`src/design/cdoef_pkg.sv`:
```
// ----------------------------------------------------------------------------
// cdoef_pkg - shared types for the coalescing event FIFO
// Item structs, command codes and the per-cell command broadcast by the top.
// ----------------------------------------------------------------------------
package cdoef_pkg;

   // default number of cells in the chain
   localparam int unsigned CAPACITY_DEFAULT = 8;

   // request kinds
   typedef enum logic [1:0] {
      KIND_PUSH  = 2'd0,
      KIND_POP   = 2'd1,
      KIND_CLEAR = 2'd2,
      KIND_NONE  = 2'd3
   } kind_type;

   // one stored event
   typedef struct packed {
      logic [7:0]  state;
      logic [31:0] payload;
      logic [31:0] revision;
   } entry_type;

   // input item
   typedef struct packed {
      logic [1:0]  kind;
      logic [7:0]  status_state;
      logic [31:0] status_payload;
      logic [31:0] revision;
   } req_type;

   // result item
   typedef struct packed {
      logic        found;
      logic [7:0]  out_state;
      logic [31:0] out_payload;
      logic [31:0] out_revision;
   } rsp_type;

   // operation broadcast to every cell
   typedef enum logic [2:0] {
      CELL_HOLD,
      CELL_CLEAR,
      CELL_POP,
      CELL_COALESCE,
      CELL_APPEND,
      CELL_SHIFT_APPEND
   } cell_op_type;

   typedef struct packed {
      cell_op_type op;
      entry_type   entry;
   } cell_cmd_type;

endpackage

```
`src/design/cdoef_cell.sv`:
```
// ----------------------------------------------------------------------------
// cdoef_cell - one storage cell of the event chain
// Holds one event and a valid bit; cell 0 is the oldest. Shifts towards the
// head on a pop or a full-chain push, loads the pushed event when first free,
// and updates in place when it is the newest entry with a matching state.
// ----------------------------------------------------------------------------
module cdoef_cell (
   input  logic                    clock,
   input  logic                    reset,
   input  cdoef_pkg::cell_cmd_type cmd,
   input  logic [7:0]              push_state,
   input  logic                    prev_valid,
   input  logic                    next_valid,
   input  cdoef_pkg::entry_type    next_entry,
   output logic                    valid,
   output cdoef_pkg::entry_type    entry,
   output logic                    hit
);

   logic                 valid_ff;
   logic                 valid_in;
   cdoef_pkg::entry_type entry_ff;
   cdoef_pkg::entry_type entry_in;

   // newest entry with the pushed state: valid with an empty neighbour behind it
   assign hit = valid_ff && !next_valid && (entry_ff.state == push_state);

   // next cell contents
   always_comb begin
      valid_in = valid_ff;
      entry_in = entry_ff;
      unique case (cmd.op)
         cdoef_pkg::CELL_HOLD: begin
         end
         cdoef_pkg::CELL_CLEAR: begin
            valid_in = 1'b0;
         end
         cdoef_pkg::CELL_POP: begin
            valid_in = next_valid;
            entry_in = next_entry;
         end
         cdoef_pkg::CELL_COALESCE: begin
            if (hit) begin
               entry_in = cmd.entry;
            end
         end
         cdoef_pkg::CELL_APPEND: begin
            if (!valid_ff && prev_valid) begin
               valid_in = 1'b1;
               entry_in = cmd.entry;
            end
         end
         cdoef_pkg::CELL_SHIFT_APPEND: begin
            // chain is full: drop the oldest, last cell takes the new event
            valid_in = 1'b1;
            entry_in = next_entry;
         end
         default: begin
         end
      endcase
   end

   always_ff @(posedge clock) begin
      if (reset) begin
         valid_ff <= 1'b0;
      end else begin
         valid_ff <= valid_in;
      end
      entry_ff <= entry_in;
   end

   assign valid = valid_ff;
   assign entry = entry_ff;

endmodule

```
`src/design/coalescing_drop_oldest_event_fifo_top.sv`:
```
// A pop result appears on rsp_data with rsp_valid in the cycle after the item is taken.
// Throughput: one item per cycle; busy stays low, every operation updates the cell chain
// at once, since each cell only looks at its two neighbours.
// Push and clear give no result; a pop always gives exactly one.
// Reset (synchronous): all cells empty, no result pending; contents need no clearing.
// ----------------------------------------------------------------------------
// coalescing_drop_oldest_event_fifo_top - coalescing event FIFO
// Decodes each item into a command broadcast along a chain of CAPACITY cells
// and registers the popped event from the head cell.
// ----------------------------------------------------------------------------
module coalescing_drop_oldest_event_fifo_top #(
   parameter int unsigned CAPACITY = cdoef_pkg::CAPACITY_DEFAULT
) (
   input  logic               clock,
   input  logic               reset,
   input  logic               start,
   output logic               busy,
   input  cdoef_pkg::req_type req_data,
   output logic               rsp_valid,
   output cdoef_pkg::rsp_type rsp_data
);

   logic                    accept;
   logic [CAPACITY-1:0]     valid_vec;
   logic [CAPACITY-1:0]     hit_vec;
   cdoef_pkg::entry_type    entry_vec [CAPACITY];
   cdoef_pkg::cell_cmd_type cmd;
   logic                    rsp_valid_ff;
   logic                    rsp_valid_in;
   cdoef_pkg::rsp_type      rsp_ff;
   cdoef_pkg::rsp_type      rsp_in;

   assign busy   = 1'b0;
   assign accept = start && !busy;

   // decode the item into a chain command
   always_comb begin
      cmd.entry.state    = req_data.status_state;
      cmd.entry.payload  = req_data.status_payload;
      cmd.entry.revision = req_data.revision;
      cmd.op             = cdoef_pkg::CELL_HOLD;
      if (accept) begin
         unique case (cdoef_pkg::kind_type'(req_data.kind))
            cdoef_pkg::KIND_PUSH: begin
               priority if (req_data.revision == 32'd0) begin
                  cmd.op = cdoef_pkg::CELL_HOLD;
               end else if (|hit_vec) begin
                  cmd.op = cdoef_pkg::CELL_COALESCE;
               end else if (valid_vec[CAPACITY-1]) begin
                  cmd.op = cdoef_pkg::CELL_SHIFT_APPEND;
               end else begin
                  cmd.op = cdoef_pkg::CELL_APPEND;
               end
            end
            cdoef_pkg::KIND_POP:   cmd.op = cdoef_pkg::CELL_POP;
            cdoef_pkg::KIND_CLEAR: cmd.op = cdoef_pkg::CELL_CLEAR;
            cdoef_pkg::KIND_NONE:  cmd.op = cdoef_pkg::CELL_HOLD;
            default:               cmd.op = cdoef_pkg::CELL_HOLD;
         endcase
      end
   end

   // cell chain, oldest at index 0
   for (genvar i = 0; i < CAPACITY; i++) begin : g_cell
      logic                 prev_valid;
      logic                 next_valid;
      cdoef_pkg::entry_type next_entry;

      if (i == 0) begin : g_first
         assign prev_valid = 1'b1;
      end else begin : g_mid_prev
         assign prev_valid = valid_vec[i-1];
      end

      if (i == CAPACITY - 1) begin : g_last
         assign next_valid = 1'b0;
         assign next_entry = cmd.entry;
      end else begin : g_mid_next
         assign next_valid = valid_vec[i+1];
         assign next_entry = entry_vec[i+1];
      end

      cdoef_cell u_cell (
         .clock      (clock),
         .reset      (reset),
         .cmd        (cmd),
         .push_state (req_data.status_state),
         .prev_valid (prev_valid),
         .next_valid (next_valid),
         .next_entry (next_entry),
         .valid      (valid_vec[i]),
         .entry      (entry_vec[i]),
         .hit        (hit_vec[i])
      );
   end

   // result register, taken from the head cell
   always_comb begin
      rsp_valid_in = accept && (req_data.kind == cdoef_pkg::KIND_POP);
      rsp_in.found = valid_vec[0];
      if (valid_vec[0]) begin
         rsp_in.out_state    = entry_vec[0].state;
         rsp_in.out_payload  = entry_vec[0].payload;
         rsp_in.out_revision = entry_vec[0].revision;
      end else begin
         rsp_in.out_state    = 8'd0;
         rsp_in.out_payload  = 32'd0;
         rsp_in.out_revision = 32'd0;
      end
   end

   always_ff @(posedge clock) begin
      if (reset) begin
         rsp_valid_ff <= 1'b0;
      end else begin
         rsp_valid_ff <= rsp_valid_in;
      end
      rsp_ff <= rsp_in;
   end

   assign rsp_valid = rsp_valid_ff;
   assign rsp_data  = rsp_ff;

   // occupied cells always form an unbroken run from the head
   a_valid_prefix: assert property (@(posedge clock) disable iff (reset)
      $onehot({1'b0, valid_vec} + {{CAPACITY{1'b0}}, 1'b1}))
      else $error("cell chain has a gap");

   // a result only follows an accepted pop
   a_rsp_from_pop: assert property (@(posedge clock) disable iff (reset)
      rsp_valid |-> $past(accept && (req_data.kind == cdoef_pkg::KIND_POP)))
      else $error("result without a pop");

   // a clear leaves the chain empty
   a_clear_empties: assert property (@(posedge clock) disable iff (reset)
      accept && (req_data.kind == cdoef_pkg::KIND_CLEAR) |=> (valid_vec == '0))
      else $error("chain not empty after clear");

   // a pop of a non-empty chain reports found
   a_pop_found: assert property (@(posedge clock) disable iff (reset)
      accept && (req_data.kind == cdoef_pkg::KIND_POP) && valid_vec[0] |=> rsp_data.found)
      else $error("pop of stored event not found");

endmodule
```
`config.mk`:
```
export PLATFORM = sky130hd
export DESIGN_NAME = coalescing_drop_oldest_event_fifo_top
export DESIGN_NICKNAME = d
export VERILOG_FILES = /design/src/design/cdoef_pkg.sv /design/src/design/cdoef_cell.sv /design/src/design/coalescing_drop_oldest_event_fifo_top.sv
export SDC_FILE = /design/constraint.sdc
export NUM_CORES = 1
export LEC_CHECK = 0
export ABC_AREA = 1
export BUFFER_PORTS_ARGS = -buffer_cell sky130_fd_sc_hd__buf_4
export CORE_ASPECT_RATIO = 1.75
export CORE_MARGIN = 2
export CORE_UTILIZATION = 62
export CTS_BUF_LIST = sky130_fd_sc_hd__clkbuf_4 sky130_fd_sc_hd__clkbuf_8 sky130_fd_sc_hd__clkbuf_16
export DETAILED_ROUTE_END_ITERATION = 12
export MAX_ROUTING_LAYER = met4
export PLACE_DENSITY = 0.89
export SYNTH_ARGS = -nofsm -noshare
export SYNTH_HDL_FRONTEND = slang
export SYNTH_SLANG_ARGS = --single-unit
```
`constraint.sdc`:
```
create_clock -name clock -period 24.7 [get_ports clock]
set_input_delay 2.47 -clock clock [delete_from_list [all_inputs] [get_ports clock]]
set_output_delay 2.47 -clock clock [all_outputs]
set_load 0.1 [all_outputs]
```
# Yosys cells after proc, flatten, opt, wreduce, memory -nomap -nowiden
# Cells that the tools add are included.
[op_classes] add_sub_neg=0 n_mul=0 mux=44 div_mod_pow=0 shifts=0 bitwise=0 n_eq_ne=32 order_cmp=0 n_reduce_logical=48
[ops] operator="$pmux W72 S3" n=8
[ops] operator="$mux W72" n=16
[ops] operator="$eq A8 B8 Y1" n=8
[ops] operator="$logic_not A32 Y1" n=1
[ops] operator="$ne A2 B1 Y1 const B" n=15
[ops] operator="$pmux W1 S4" n=6
[ops] operator="$reduce_and A3 Y1" n=8
[ops] operator="$logic_and A1 B1 Y1" n=16
[ops] operator="$reduce_and A2 Y1" n=7
[ops] operator="$pmux W3 S4" n=1
[ops] operator="$mux W3" n=3
[ops] operator="$reduce_bool A3 Y1" n=3
[ops] operator="$mux W1" n=8
[ops] operator="$reduce_or A8 Y1" n=1
[ops] operator="$logic_not A1 Y1" n=7
[ops] operator="$eq A3 B2 Y1 const B" n=2
[ops] operator="$eq A3 B3 Y1 const B" n=2
[ops] operator="$pmux W1 S3" n=2
[ops] operator="$reduce_or A2 Y1" n=3
[ops] operator="$eq A2 B2 Y1 const B" n=2
[ops] operator="$reduce_bool A4 Y1" n=1
[ops] operator="$eq A3 B1 Y1 const B" n=1
[ops] operator="$eq A2 B1 Y1 const B" n=1
[ops] operator="$logic_not A2 Y1" n=1
[ops] operator="$ne A2 B2 Y1 const B" n=1
[word_totals] n_memories=0 in_bits=77 ram_bits=0 rom_bits=0 latchBits=0 wordCells=161 register_bits=658

# Longest topological paths before layout
[depth] word_depth=12 ltp_mapped=18 ltp_nobuf=16

# By module
# Synthesis repeated with hierarchy kept, for this count alone.
[unflattened] hier_cells=1959 hier_area_um2=31640.3
[by_module_without_submodules] mod="cdoef_cell" area_per_inst_um2=3668.5 seq_area_each_um2=2182.1 cells_per_inst=210 instances=8
[by_module_without_submodules] mod="coalescing_drop_oldest_event_fifo_top" area_per_inst_um2=2292.2 seq_area_each_um2=1481.4 cells_per_inst=279 instances=1

# Least setup slack after synthesis
# No wires, ideal clock.
[synth_path] path_type="input to register" startpoint="input req_data[64] (netlist name)" endpoint="register g_cell[0].u_cell.entry_ff, in the netlist g_cell[0].u_cell.entry[0] (enable)" arrival_ns=9.003 path_buffers=1 required_time_ns=24.090 stages=13 setup_slack_ns=15.087 cell_sequence="buf_2 -> inv_1 -> nand2_1 -> nand2_1 -> nor2_1 -> nand2_1 -> nor2_1 -> nor2_4 -> nand4_2 -> nand2_1 -> nand2_1 -> nor2_1 -> a211oi_1"
[synth_via] elab_chain_len=11 elab_cells_between_ends=30 classes_between="eq/ne (14); mux (4); reduce/logical (12)"
[synth_rtl] element="from (decl)" line_no="coalescing_drop_oldest_event_fifo_top.sv:18" text="input cdoef_pkg::req_type req_data,"
[synth_rtl] element="$eq A8 B8 Y1" line_no="cdoef_cell.sv:26" text="assign hit = valid_ff && !next_valid && (entry_ff.state == push_state);"
[synth_rtl] element="$logic_and A1 B1 Y1" line_no="cdoef_cell.sv:26"
[synth_rtl] element="$reduce_or A8 Y1" line_no="coalescing_drop_oldest_event_fifo_top.sv:47" text="end else if (|hit_vec) begin"
[synth_rtl] element="$mux W3" line_no="coalescing_drop_oldest_event_fifo_top.sv:47"
[synth_rtl] element="$mux W3" line_no="coalescing_drop_oldest_event_fifo_top.sv:45" text="priority if (req_data.revision == 32'd0) begin"
[synth_rtl] element="$pmux W3 S4" line_no="coalescing_drop_oldest_event_fifo_top.sv:43" text="unique case (cdoef_pkg::kind_type'(req_data.kind))"
[synth_rtl] element="$mux W3" line_no="coalescing_drop_oldest_event_fifo_top.sv:42" text="if (accept) begin"
[synth_rtl] element="$eq A3 B2 Y1 / $eq A3 B3 Y1 (equally long branches)" line_no="cdoef_cell.sv:32" text="unique case (cmd.op)"
[synth_rtl] element="$reduce_or A2 Y1 (no source line)"
[synth_rtl] element="$reduce_bool A3 Y1 (no source line)"
[synth_rtl] element="$reduce_and A3 Y1 (no source line) (*)"
[synth_rtl] element="to (signal assigned)" line_no="cdoef_cell.sv:69" text="entry_ff <= entry_in;"
[synth_rtl] element="to (decl)" line_no="cdoef_cell.sv:22" text="cdoef_pkg::entry_type entry_ff;"
# Mark *: on every way between the ends. The rest lies on a longest branch, timed or not.
# A chain may end at the register's enable or synchronous reset.

==> results.toml <==
[yosys]
ys.warnings.count = 0
synthArstFlopShare_pct = 0
synth.distinct_cells = 42
synthesis.area_um2 = 26400
synth_edf_count = 576
syn_area_per_cell_um2 = 11.5
synth_cells = 2299
synth_fp_nets = 2376
synth-main-ff-cell = "edfxtp_1"
ys_seq_area_share_pct = 71.7
ys_seq_elements = 658

[global_route]
globalRouteOverflowTotal = 0
grt_pass1_wl_mm = 91.4
grt_max_degree = 228
grt_pass1_vias = 17200
antenna_found_initial = 1
grt_util_all_layers_pct = 27.3

[cells_and_area]
final_cell_mix = "nand2_1 (1162), edfxtp_1 (576), buf_4 (163), inv_1 (125), dfxtp_1 (81)"
nets = 2516
final_common_cell = "nand2_1"
multi_input_area_um2 = 6240
drive_gt1_share_pct = 14.4
regArea_um2 = 18900
final_cell_area_um2 = 29500
area_growth_pct = 11.6
fill_cells = 2806

[cts]
clkSlewWorstSetupHoldPaths_ps = 70
cts_buffers = 54
cts.path.max_buffers = 3
cts_tree = "done"
clk_latency_ps = 600
cts_hold_buf = 0
post-cts-setup-buffer-count = 0
cts.repair.resized = 0
htreeDepth = 2
clock_sinks = 658
root_buffer = "clkbuf_16"

[critical_path]
crit_required_ps = 25140
r2r_end = "g_cell[1].u_cell.entry[35]$_DFFE_PP_"
reg2reg_depth = 17
rr_startpoint = "g_cell[0].u_cell.valid$_SDFFE_PP0P_"
r2r_slack_ps = 19130
crit_fanout = 227
critical_path_class = "input pin to flip-flop"
critical_path.startpoint_type = "input pin"
crit_path_end_kind = "flip-flop"
cp.arrival_ps = 7010

[power]
power.share.clock_pct = 36.5
p_seq_share_pct = 54.0
peakVddDrop_v = 0.0000668
swShare_pct = 24.2
combinationalPowerShare_pct = 9.5
internal_power_w = 0.00183
p_leak_nw = 12.4
p_sw_w = 0.000584
power_density_nw_per_um2 = 81.9

[hold_path]
hold_end = "rsp_data[58]$_SDFF_PN0_"
min_path_type = "flip-flop to flip-flop"
min_from = "g_cell[0].u_cell.entry[58]$_DFFE_PP_"
hold_depth = 2

[detailed_routing]
route.detailed.drc = 0
via_per_inst = 5.54
avgRoutedWirePerCell_um = 19.5
ant_nets = 0
firstDrtPassIters = 6
vias = 16900
drt_iter0_markers = 1584
routed_wl_mm = 59.5

[timing]
slew-limit-headroom_pct = 25.5
final-hold-violation-count = 0
skew_ps = 26.6
rsz0062_at_grt = "false"
tightest_slew_ps = 1120
max_freq_mhz = 152
setup_viol_count_final = 0
final.setup.tns_ps = 0
period_share_pct = 26.6
slew_viol_final = 0
final.min_clock_period_ps = 6570

[floorplan]
fp.coreArea_um2 = 42300
ios = 152
rows = 100
fp.dieW_um = 160
die_h_um = 277
dieArea_um2 = 44400
start_util_pct = 62.5

[status]
run_status = "finished clean"

[placed_design]
hpwl_mm = 34.8
placed_cell_area_um2 = 27600
gp_congestion = 0.938
port_buffers = 150

[flow_run]
maxCapViolations = 0
==> sequential cells by signal (all words and copies together), names as in the netlist <==
| name | flops |
|---|---|
| rsp_valid | 1 |
| rsp_data | 73 |
| g_cell.u_cell.valid | 8 |
| g_cell.u_cell.entry | 576 |
==> metal layers <==
metal	track usage [%]	wire length (um)
met5	-	0
met4	15.9	3310
met3	3.23	3890
met2	46.5	31000
met1	31.1	21300
==> logic make-up after synthesis <==
kind of cell	after synthesis	synth area share [%]
and+or+nand+nor	1354	21.6
xor gates and xnor gates	19	0.630
other	1	0.0142
AOI/OAI and AO/OA	54	1.12
DFF	658	71.7
buffers and inverters	213	4.94
==> Yosys cell counts, drive strengths merged (8+ instances only) <==
library cell	n	area [um2]
nor2	73	292
nand3	20	113
xnor2	8	70.1
nand2	1235	5130
clkbuf	8	30.0
inv	132	505
xor2	11	96.3
a21oi	8	40.0
buf	72	767
o21ai	35	175
edfxtp	576	17300
dfxtp	82	1640
==> power by group through the flow <==
stage,clock [W],combinational (W),sequential (W)
2_1_floorplan,0,0.000114,0.00137
3_3_place_gp,0,0.000216,0.00132
3_5_place_dp,0,0.000226,0.00133
4_1_cts,0.000891,0.000229,0.00130
5_1_grt,0.000934,0.000246,0.00131
6_report,0.000883,0.000230,0.00130
==> worst max-delay path by stage <==
stage	cells after the start	from	endpoint	slack (ps)
floorplan	13	req_data[64]	g_cell[0].u_cell.entry[0]$_DFFE_PP_	15090
global placement	17	req_data[71]	g_cell[3].u_cell.entry[61]$_DFFE_PP_	17980
detailed placement	17	req_data[71]	g_cell[0].u_cell.entry[62]$_DFFE_PP_	17820
CTS	17	req_data[71]	g_cell[1].u_cell.entry[35]$_DFFE_PP_	18320
global route	18	req_data[71]	g_cell[1].u_cell.entry[35]$_DFFE_PP_	17850
finish	17	req_data[71]	g_cell[1].u_cell.entry[35]$_DFFE_PP_	18130
==> final cells by class <==
| cell class | instances | share of cell area (%) |
|---|---|---|
| Timing Repair Buffer | 164 | 4.22 |
| Antenna cell | 1 | 0.00848 |
| Sequential cell | 658 | 64.2 |
| Clock inverter | 21 | 0.742 |
| Inverter | 133 | 1.73 |
| Tap cell | 561 | 2.38 |
| Clock buffer | 80 | 5.57 |
| Multi-Input combinational cell | 1428 | 21.2 |
==> stage by stage <==
step	total power [W]	hold slack (ps)	util [%]	setup WS (ps)	instances
after floorplan	0.00149	349	-	15090	2299
after global placement	0.00154	410	65.4	17980	2944
after detailed placement	0.00155	419	65.4	17820	2944
after CTS	0.00242	434	69.8	18320	3045
after global routing	0.00249	458	69.8	17850	3046
final	0.00242	430	69.8	18130	3046
==> critical path, stage by stage <==
cell and delay, ps:
buf_4 170, inv_1 120, nand2_1 70, nand2_1 40
nor2_1 290, nand2_1 100, nor2_1 160, nand2_1 160
nand2_1 150, nor2_4 60, nand4_2 120, nand3_4 110
nand2_8 540, buf_12 700, buf_4 970, nand2_1 180
nand2_1 150
No activity file was read; power rests on OpenSTA's default activity.
